==> src/rtl/kmsd_pkg.sv <==
// Shared types, constants and key tables for the key matrix scanner.
package kmsd_pkg;

	localparam int RING_DEPTH_DEF  = 16;
	localparam int MAX_PRESSED_DEF = 8;
	localparam int TIME_BITS_DEF   = 48;

	localparam int NUM_SEL   = 8;
	localparam int NUM_ROW   = 7;
	localparam int NUM_CELLS = NUM_SEL * NUM_ROW;
	localparam int CELL_BITS = $clog2(NUM_CELLS);
	localparam int NOW_W     = 48;
	localparam int CFG_W     = 20;
	localparam int CFG_IDX_W = 2;
	localparam int CHAR_W    = 7;
	localparam int CNT_W     = 32;

	localparam int SHIFT_COL = 1;
	localparam int SHIFT_ROW = 2;

	localparam logic MODE_POLL = 1'b0;
	localparam logic MODE_READ = 1'b1;

	localparam logic [CFG_IDX_W-1:0] REG_SCAN_ENABLE    = 2'd0;
	localparam logic [CFG_IDX_W-1:0] REG_SCAN_INTERVAL  = 2'd1;
	localparam logic [CFG_IDX_W-1:0] REG_RELEASE_WINDOW = 2'd2;

	localparam logic [CFG_W-1:0] SCAN_INTERVAL_RST  = 20'd8000;
	localparam logic [CFG_W-1:0] RELEASE_WINDOW_RST = 20'd20000;

	localparam int QDEPTH = 2;

	localparam logic [CHAR_W-1:0] BASE_MAP [0:3][0:13] = '{
		'{7'h60, 7'h31, 7'h32, 7'h33, 7'h34, 7'h35, 7'h36,
		  7'h37, 7'h38, 7'h39, 7'h30, 7'h2d, 7'h3d, 7'h08},
		'{7'h09, 7'h71, 7'h77, 7'h65, 7'h72, 7'h74, 7'h79,
		  7'h75, 7'h69, 7'h6f, 7'h70, 7'h5b, 7'h5d, 7'h5c},
		'{7'h00, 7'h00, 7'h61, 7'h73, 7'h64, 7'h66, 7'h67,
		  7'h68, 7'h6a, 7'h6b, 7'h6c, 7'h3b, 7'h27, 7'h0a},
		'{7'h00, 7'h00, 7'h00, 7'h7a, 7'h78, 7'h63, 7'h76,
		  7'h62, 7'h6e, 7'h6d, 7'h2c, 7'h2e, 7'h2f, 7'h20}
	};

	localparam logic [CHAR_W-1:0] SHIFT_MAP [0:3][0:13] = '{
		'{7'h7e, 7'h21, 7'h40, 7'h23, 7'h24, 7'h25, 7'h5e,
		  7'h26, 7'h2a, 7'h28, 7'h29, 7'h5f, 7'h2b, 7'h08},
		'{7'h09, 7'h51, 7'h57, 7'h45, 7'h52, 7'h54, 7'h59,
		  7'h55, 7'h49, 7'h4f, 7'h50, 7'h7b, 7'h7d, 7'h7c},
		'{7'h00, 7'h00, 7'h41, 7'h53, 7'h44, 7'h46, 7'h47,
		  7'h48, 7'h4a, 7'h4b, 7'h4c, 7'h3a, 7'h22, 7'h0a},
		'{7'h00, 7'h00, 7'h00, 7'h5a, 7'h58, 7'h43, 7'h56,
		  7'h42, 7'h4e, 7'h4d, 7'h3c, 7'h3e, 7'h3f, 7'h20}
	};

	// classified item passed from front to back
	typedef struct packed {
		logic                 mode;
		logic [NUM_CELLS-1:0] kept;
		logic                 cand_found;
		logic [CELL_BITS-1:0] cand_cell;
		logic [CHAR_W-1:0]    cand_char;
		logic [NOW_W-1:0]     now;
	} queue_entry_t;

endpackage

==> src/rtl/kmsd_front.sv <==
// Front end: accepts items, classifies the matrix snapshot and queues the result.
module kmsd_front #(
	parameter int MAX_PRESSED = kmsd_pkg::MAX_PRESSED_DEF
) (
	input  logic                         clk,
	input  logic                         arst_n,
	input  logic                         in_valid,
	output logic                         in_stall,
	input  logic                         mode,
	input  logic [kmsd_pkg::NUM_CELLS-1:0] row_levels,
	input  logic [kmsd_pkg::NOW_W-1:0]   now_us,
	output logic                         q_valid,
	output kmsd_pkg::queue_entry_t       q_head,
	input  logic                         q_pop
);

	localparam int QPW = $clog2(kmsd_pkg::QDEPTH);

	logic [kmsd_pkg::NUM_CELLS-1:0] pressed;
	logic [kmsd_pkg::NUM_CELLS-1:0] kept;
	logic                           shift;
	kmsd_pkg::queue_entry_t         entry;
	kmsd_pkg::queue_entry_t         queue_q [kmsd_pkg::QDEPTH];
	logic [QPW-1:0]                 wr_ptr_q, rd_ptr_q;
	logic [QPW:0]                   count_q;
	logic                           push;

	assign pressed = ~row_levels;

	// a cell is kept when fewer than MAX_PRESSED pressed cells come before it
	always_comb begin
		for (int i = 0; i < kmsd_pkg::NUM_CELLS; i++) begin
			kept[i] = pressed[i] &&
				($countones(pressed & ((kmsd_pkg::NUM_CELLS'(1) << i) -
				kmsd_pkg::NUM_CELLS'(1))) < MAX_PRESSED);
		end
		// the shift cell sits on select 1, row 0; that select is scanned only
		// while select 0 left room
		shift = pressed[kmsd_pkg::NUM_ROW] &&
			($countones(pressed[kmsd_pkg::NUM_ROW-1:0]) < MAX_PRESSED);
	end

	// pick the first kept cell that has a character; scan high to low so the
	// lowest cell wins
	always_comb begin
		int x, y;
		logic [kmsd_pkg::CHAR_W-1:0] c;
		entry            = '0;
		entry.mode       = mode;
		entry.kept       = kept;
		entry.now        = now_us;
		for (int s = kmsd_pkg::NUM_SEL - 1; s >= 0; s--) begin
			for (int r = kmsd_pkg::NUM_ROW - 1; r >= 0; r--) begin
				x = (s > 3) ? 2 * r : 2 * r + 1;
				y = 3 - (s & 3);
				c = shift ? kmsd_pkg::SHIFT_MAP[y][x] : kmsd_pkg::BASE_MAP[y][x];
				if (kept[s * kmsd_pkg::NUM_ROW + r] && c != '0) begin
					entry.cand_found = 1'b1;
					entry.cand_cell  = kmsd_pkg::CELL_BITS'(s * kmsd_pkg::NUM_ROW + r);
					entry.cand_char  = c;
				end
			end
		end
	end

	assign in_stall = (count_q == (QPW+1)'(kmsd_pkg::QDEPTH));
	assign push     = in_valid && !in_stall;
	assign q_valid  = (count_q != '0);
	assign q_head   = queue_q[rd_ptr_q];

	always_ff @(posedge clk or negedge arst_n) begin
		if (!arst_n) begin
			wr_ptr_q <= '0;
			rd_ptr_q <= '0;
			count_q  <= '0;
		end else begin
			if (push) wr_ptr_q <= wr_ptr_q + 1'b1;
			if (q_pop) rd_ptr_q <= rd_ptr_q + 1'b1;
			if (push && !q_pop) count_q <= count_q + 1'b1;
			else if (!push && q_pop) count_q <= count_q - 1'b1;
		end
	end

	always_ff @(posedge clk) begin
		if (push) queue_q[wr_ptr_q] <= entry;
	end

endmodule

==> src/rtl/kmsd_back.sv <==
// Back end: debounce latch, character ring, configuration and result register.
module kmsd_back #(
	parameter int RING_DEPTH = kmsd_pkg::RING_DEPTH_DEF,
	parameter int TIME_BITS  = kmsd_pkg::TIME_BITS_DEF
) (
	input  logic                             clk,
	input  logic                             arst_n,
	input  logic                             cfg_we,
	input  logic [kmsd_pkg::CFG_IDX_W-1:0]   cfg_index,
	input  logic [kmsd_pkg::CFG_W-1:0]       cfg_data,
	input  logic                             q_valid,
	input  kmsd_pkg::queue_entry_t           q_head,
	output logic                             q_pop,
	output logic                             out_valid,
	input  logic                             out_stall,
	output logic                             key_found,
	output logic [kmsd_pkg::CHAR_W-1:0]      key_code,
	output logic                             queued,
	output logic                             dropped,
	output logic [kmsd_pkg::CHAR_W-1:0]      read_char,
	output logic [kmsd_pkg::CNT_W-1:0]       event_count
);

	localparam int PW = $clog2(RING_DEPTH);

	logic                           scan_enable_q;
	logic [kmsd_pkg::CFG_W-1:0]     scan_interval_q, release_window_q;
	logic                           latch_valid_q;
	logic [kmsd_pkg::CELL_BITS-1:0] latch_cell_q;
	logic [TIME_BITS-1:0]           last_down_q, last_scan_q;
	logic [PW-1:0]                  wr_ptr_q, rd_ptr_q;
	logic [kmsd_pkg::CNT_W-1:0]     total_q;
	logic [kmsd_pkg::CHAR_W-1:0]    ring_q [RING_DEPTH];
	logic                           out_valid_q;

	logic [TIME_BITS-1:0] now_t, scan_diff, down_diff;
	logic                 poll_ok, held, new_key, ring_full, ring_empty;
	logic                 do_push, do_pop;
	logic [PW-1:0]        wr_next, rd_next;

	assign q_pop     = q_valid && (!out_valid_q || !out_stall);
	assign out_valid = out_valid_q;

	assign now_t     = TIME_BITS'(q_head.now);
	assign scan_diff = now_t - last_scan_q;
	assign down_diff = now_t - last_down_q;
	assign poll_ok   = (q_head.mode == kmsd_pkg::MODE_POLL) && scan_enable_q &&
		(scan_diff >= TIME_BITS'(scan_interval_q));
	assign held      = latch_valid_q && q_head.kept[latch_cell_q];
	assign new_key   = poll_ok && q_head.cand_found &&
		!(latch_valid_q && (q_head.cand_cell == latch_cell_q || held));

	assign wr_next    = (wr_ptr_q == PW'(RING_DEPTH - 1)) ? '0 : wr_ptr_q + 1'b1;
	assign rd_next    = (rd_ptr_q == PW'(RING_DEPTH - 1)) ? '0 : rd_ptr_q + 1'b1;
	assign ring_full  = (wr_next == rd_ptr_q);
	assign ring_empty = (wr_ptr_q == rd_ptr_q);
	assign do_push    = q_pop && new_key && !ring_full;
	assign do_pop     = q_pop && (q_head.mode == kmsd_pkg::MODE_READ) && !ring_empty;

	always_ff @(posedge clk or negedge arst_n) begin
		if (!arst_n) begin
			scan_enable_q    <= 1'b0;
			scan_interval_q  <= kmsd_pkg::SCAN_INTERVAL_RST;
			release_window_q <= kmsd_pkg::RELEASE_WINDOW_RST;
			latch_valid_q    <= 1'b0;
			latch_cell_q     <= '0;
			last_down_q      <= '0;
			last_scan_q      <= '0;
			wr_ptr_q         <= '0;
			rd_ptr_q         <= '0;
			total_q          <= '0;
			out_valid_q      <= 1'b0;
		end else begin
			if (cfg_we) begin
				unique case (cfg_index)
					kmsd_pkg::REG_SCAN_ENABLE:    scan_enable_q    <= cfg_data[0];
					kmsd_pkg::REG_SCAN_INTERVAL:  scan_interval_q  <= cfg_data;
					kmsd_pkg::REG_RELEASE_WINDOW: release_window_q <= cfg_data;
					default: ;
				endcase
			end
			if (q_pop) out_valid_q <= 1'b1;
			else if (!out_stall) out_valid_q <= 1'b0;
			if (q_pop && poll_ok) begin
				last_scan_q <= now_t;
				if (held || new_key) last_down_q <= now_t;
				// drop the latch once released for longer than the window
				if (!q_head.cand_found && !held &&
				    down_diff > TIME_BITS'(release_window_q))
					latch_valid_q <= 1'b0;
				if (new_key) begin
					latch_valid_q <= 1'b1;
					latch_cell_q  <= q_head.cand_cell;
				end
			end
			if (do_push) begin
				wr_ptr_q <= wr_next;
				total_q  <= total_q + 1'b1;
			end
			if (do_pop) rd_ptr_q <= rd_next;
		end
	end

	always_ff @(posedge clk) begin
		if (do_push) ring_q[wr_ptr_q] <= q_head.cand_char;
	end

	always_ff @(posedge clk) begin
		if (q_pop) begin
			key_found   <= new_key;
			key_code    <= new_key ? q_head.cand_char : '0;
			queued      <= new_key && !ring_full;
			dropped     <= new_key && ring_full;
			read_char   <= do_pop ? ring_q[rd_ptr_q] : '0;
			event_count <= do_push ? total_q + 1'b1 : total_q;
		end
	end

endmodule

==> src/rtl/key_matrix_scan_debounce_fifo_top.sv <==
// Key matrix scanner top level: front classifier, two-entry queue, back end.
// An input transaction passes the queue register and then the back end's
// result registers. Throughput: one transaction per cycle while out_stall is
// low; the back end's latch and ring update and the two-entry queue set this figure.
// Reset: arst_n clears queue, latch, ring pointers, counters and config to
// their defaults at once; ring contents stay undefined until written.
module key_matrix_scan_debounce_fifo_top #(
	parameter int RING_DEPTH  = kmsd_pkg::RING_DEPTH_DEF,
	parameter int MAX_PRESSED = kmsd_pkg::MAX_PRESSED_DEF,
	parameter int TIME_BITS   = kmsd_pkg::TIME_BITS_DEF
) (
	input  logic                             clk,
	input  logic                             arst_n,
	input  logic                             cfg_we,
	input  logic [kmsd_pkg::CFG_IDX_W-1:0]   cfg_index,
	input  logic [kmsd_pkg::CFG_W-1:0]       cfg_data,
	input  logic                             in_valid,
	output logic                             in_stall,
	input  logic                             mode,
	input  logic [kmsd_pkg::NUM_CELLS-1:0]   row_levels,
	input  logic [kmsd_pkg::NOW_W-1:0]       now_us,
	output logic                             out_valid,
	input  logic                             out_stall,
	output logic                             key_found,
	output logic [kmsd_pkg::CHAR_W-1:0]      key_code,
	output logic                             queued,
	output logic                             dropped,
	output logic [kmsd_pkg::CHAR_W-1:0]      read_char,
	output logic [kmsd_pkg::CNT_W-1:0]       event_count
);

	logic                   q_valid, q_pop;
	kmsd_pkg::queue_entry_t q_head;

	kmsd_front #(.MAX_PRESSED(MAX_PRESSED)) u_front (
		.clk, .arst_n, .in_valid, .in_stall, .mode, .row_levels, .now_us,
		.q_valid, .q_head, .q_pop
	);

	kmsd_back #(.RING_DEPTH(RING_DEPTH), .TIME_BITS(TIME_BITS)) u_back (
		.clk, .arst_n, .cfg_we, .cfg_index, .cfg_data,
		.q_valid, .q_head, .q_pop,
		.out_valid, .out_stall, .key_found, .key_code, .queued, .dropped,
		.read_char, .event_count
	);

	a_found_split: assert property (@(posedge clk) disable iff (!arst_n)
		out_valid && key_found |-> (queued ^ dropped))
		else $error("keystroke neither queued nor dropped exactly once");

	a_idle_clean: assert property (@(posedge clk) disable iff (!arst_n)
		out_valid && !key_found |-> !queued && !dropped && key_code == '0)
		else $error("flags set without a keystroke");

	a_read_no_key: assert property (@(posedge clk) disable iff (!arst_n)
		out_valid && read_char != '0 |-> !key_found)
		else $error("read result carries a keystroke");

endmodule

==> config.mk <==
export PLATFORM = sky130hd
export DESIGN_NAME = key_matrix_scan_debounce_fifo_top
export DESIGN_NICKNAME = d
export VERILOG_FILES = /design/src/rtl/kmsd_pkg.sv /design/src/rtl/kmsd_front.sv /design/src/rtl/kmsd_back.sv /design/src/rtl/key_matrix_scan_debounce_fifo_top.sv
export SDC_FILE = /design/constraint.sdc
export NUM_CORES = 1
export LEC_CHECK = 0
export ABC_AREA = 1
export ABC_CLOCK_PERIOD_IN_PS = 11180
export BUFFER_PORTS_ARGS = -buffer_cell sky130_fd_sc_hd__buf_4
export CAP_MARGIN = 15
export CORE_MARGIN = 2
export CORE_UTILIZATION = 55
export CTS_CLUSTER_DIAMETER = 50
export DETAILED_ROUTE_END_ITERATION = 10
export PLACE_DENSITY = 0.78
export RECOVER_POWER = 25
export SYNTH_ARGS = -nofsm -noshare
export SYNTH_HDL_FRONTEND = slang
export SYNTH_HIERARCHICAL = 1
export SYNTH_SLANG_ARGS = --single-unit
export TNS_END_PERCENT = 5
==> constraint.sdc <==
create_clock -name clk -period 11.18 [get_ports clk]
set_input_delay 1.677 -clock clk [delete_from_list [all_inputs] [get_ports clk]]
set_output_delay 1.677 -clock clk [all_outputs]
set_load 0.1 [all_outputs]
==> out/results.tsv <==
stage	metric	value	unit
cells_and_area	nets	5971	
setup_path	cp_data_required_time	11.61	ns
detailed_routing	vias	35800	
detailed_routing	detail_route.wl_per_cell	17.36	um
synthesis	synth_area_leaders	edfxtp_1 (29%), nand2_1 (11%), dfrtp_1 (11%)	
setup_path	path_max_fanout	4	
cts	cts_tree	done	
synthesis	ys_warn_count	6	
global_route	antenna_found_initial	4	
setup_path	endpoint_kind	flop	
setup_path	crit_path_max_incr_delay	0.62	ns
cts	clkSinkCount	588	
timing	setup_violations	8	
synthesis	syn-num-nets	5606	
die	core-area	0.07570	mm2
timing	final.min_clock_period	11.32	ns
synthesis	yosysUniqueCellTypes	74	
synthesis	synth_edf_count	399	
synthesis	syn_area	0.04186	mm2
synthesis	syn_avg_cell_area	8.192	um2
setup_path	crit_path_top_delay_cell	fa_2	
cts	cts_buffer_depth	3	
run_status	violations	max-capacitance violations, max-slew violations, negative setup slack	
synthesis	synth_cells	5110	
cells_and_area	drive_gt1_share	14.67	%
setup_path	cp.arrival	11.75	ns
synthesis	synthFlopType	edfxtp_1	
die	dieHeight	279.9	um
timing	final.setup_skew	0.05180	ns
synthesis	ys_seq_area_share	39.96	%
die	die_w	279.9	um
cts	htree_levels	3	
cts	cts_buffers	71	
placed_design	dp.final_hpwl	86440	um
global_route	grt_pass1_wl	180700	um
placed_design	gp_congestion	0.9649	
run_status	outcome	finished with violations	
setup_path	critical_path_class	input pin to flop	
global_route	grt_pass1_vias	35100	
detailed_routing	drtAntennaViolNets	0	
placed_design	io_buffer_count	182	
detailed_routing	drt-initial-drc-count	3228	
timing	fmax	88.36	MHz
timing	hold_viol	0	
hold_path	hold_path_class	flop to flop	
synthesis	synth_top_area_share	28.62	%
setup_path	rr_worst_depth	24	
cts	clock_latency	0.65	ns
global_route	overflow	0	
global_route	grt_max_degree	123	
global_route	grt.total_usage	28.78	%
setup_path	cp-start-kind	input pin	
die	io_pins	183	
detailed_routing	dr.pass1.iters	6	
die	die-area	0.07833	mm2
timing	fin_ws	-0.1368	ns
cells_and_area	final_core_util	63.72	%
die	fp-row-count	101	
cells_and_area	areaGrowthSynthToFinish	15.22	%
placed_design	dp_slack	-0.8681	ns
synthesis	ys_seq_elements	588	
die	start_util	55.30	%
cts	cts-root-buf	clkbuf_16	
timing	drv_slew	64	
timing	slew_headroom	-141.5	%
run	max_cap_violations	1	
detailed_routing	viasPerCell	5.494	
timing	timing.final.crit_share	101.2	%
detailed_routing	drc_errors	0	
timing	rsz0062_at_grt	true	
detailed_routing	drt-total-wl	113100	um
synthesis	yosysTopAreaCell	edfxtp_1	
timing	worst_pin_slew	3.623	ns
cts	path_clk_slew	0.06	ns
synthesis	synthArstFlopShare	32.14	%
hold_path	holdPathStages	2	
path summary, 6_finish.rpt:
path,endpoint,startpoint,slack [ns]
max,u_front/queue_q[1][52],row_levels[1],-0.14
min,u_back/last_down_q[3],u_back/last_down_q[3],0.47
max reg2reg,u_back/ring_q[2][2],u_front/rd_ptr_q,4.69
min reg2reg,u_back/last_down_q[3],u_back/last_down_q[3],0.47
max in group asynchronous,u_front/rd_ptr_q,arst_n,6.45
min in group asynchronous,u_back/release_window_q[12],arst_n,2.29
flip-flops by register name (all words and copies together), names as in the netlist, 20 cells and up:
register / cells
u_back/ring_q: 112
u_back/release_window_q: 20
u_back/event_count: 32
u_back/last_scan_q: 48
u_front/queue_q: 238
u_back/scan_interval_q: 20
u_back/total_q: 32
u_back/last_down_q: 48
final cells by class:
type / count / area, um2
diodes: 3 / 7.507
well taps: 978 / 1224
clock buffers: 86 / 1874
multi-input cells: 3542 / 21620
clock inverters: 46 / 500.5
repair buffers: 401 / 2987
fillers: 6355 / 27470
flip-flops and latches: 588 / 16730
inverters: 871 / 3288
placed cells by master, fill, tap and decap left out, types with 36 or more instances in the layout:
cell type and n:
nand2_1 1215, inv_1 830, nor2_1 400, edfxtp_1 399
buf_4 339, o21ai_0 278, ha_1 273, nand3_1 261
a21oi_1 237, dfrtp_1 176, mux2_2 119, xor2_1 108
clkbuf_16 72, fa_1 68, nor3_1 67, nand4_1 59
o21bai_1 58, clkbuf_4 36
critical path: cells and delay by family:
kind                     cells  cell delay (ns)
AND/OR/NAND/NOR             18             1.77
AO/OA/AOI/OAI               14             1.76
buffers and inverters       10             0.77
adder cells (fa/ha/maj)     15             5.77
repair_timing:
item | in CTS | in global routing
buffers inserted | 0 | 7
hold buffers | 0 | 0
setup endpoints to repair | 12 | 20
gates resized for setup | 10 | 50
hold endpoints to repair | 0 | 0
pin swaps | 0 | 30
cell families (layout without fill, tap and decap cells):
logic type / after synthesis / after routing / share of synthesized area [%]
AO/OA/AOI/OAI: 744 / 744 / 10.11
XOR/XNOR: 131 / 131 / 2.777
adder cells (fa/ha/maj): 364 / 364 / 12.24
buffers and inverters: 980 / 1404 / 9.245
flip-flops: 588 / 588 / 39.96
multiplexers: 147 / 147 / 3.871
other: 0 / 3 / 0
AND/OR/NAND/NOR: 2156 / 2156 / 21.80
synthesized netlist by cell type (5+ instances only):
master	count
buf_6	13
o2111ai_1	8
clkbuf_1	64
xnor2_1	21
o21ai_1	22
buf_4	5
a21oi_1	242
inv_1	840
or2_2	14
nor3_1	68
o221ai_1	11
nand2_1	1224
o21bai_1	58
nor2_1	412
o31ai_1	7
edfxtp_1	399
dfrtp_1	178
o21a_1	5
o21ai_0	283
a21o_1	9
a211oi_1	10
o22ai_1	8
ha_1	288
fa_1	76
buf_2	20
a21boi_0	8
nand3_1	264
nor4_1	19
xor2_1	108
o211ai_1	21
nand2_2	28
nor2_2	15
nand4_1	59
dfstp_2	11
a31oi_1	28
nand3b_1	21
mux2i_1	28
mux2_2	119
inv_2	26
routing by layer:
| metal | wire length [um] | up-vias | global-route usage, % |
|---|---|---|---|
| met5 | 8 | - | 0 |
| met4 | 4147 | 2 | 11.71 |
| met3 | 6128 | 218 | 2.844 |
| met2 | 54850 | 1137 | 49.46 |
| met1 | 47940 | 16910 | 37.32 |
| li1 | - | 17530 | - |
through the flow:
| step | instances | setup TNS, ns | instance area, um2 | hold slack [ns] |
|---|---|---|---|---|
| after floorplan | 5110 | -0.2474 | 42010 | 0.4419 |
| after global placement | 6370 | -8.392 | 45600 | 0.4551 |
| after detailed placement | 6370 | -11.91 | 45600 | 0.4598 |
| after CTS | 6502 | -0.2461 | 48010 | 0.4742 |
| after global routing | 6515 | -9.516 | 48230 | 0.4866 |
| final | 6515 | -0.7009 | 48230 | 0.4739 |
Power is not shown: default switching activity piles up to over one toggle a cycle in this logic, so the estimate is an artifact.
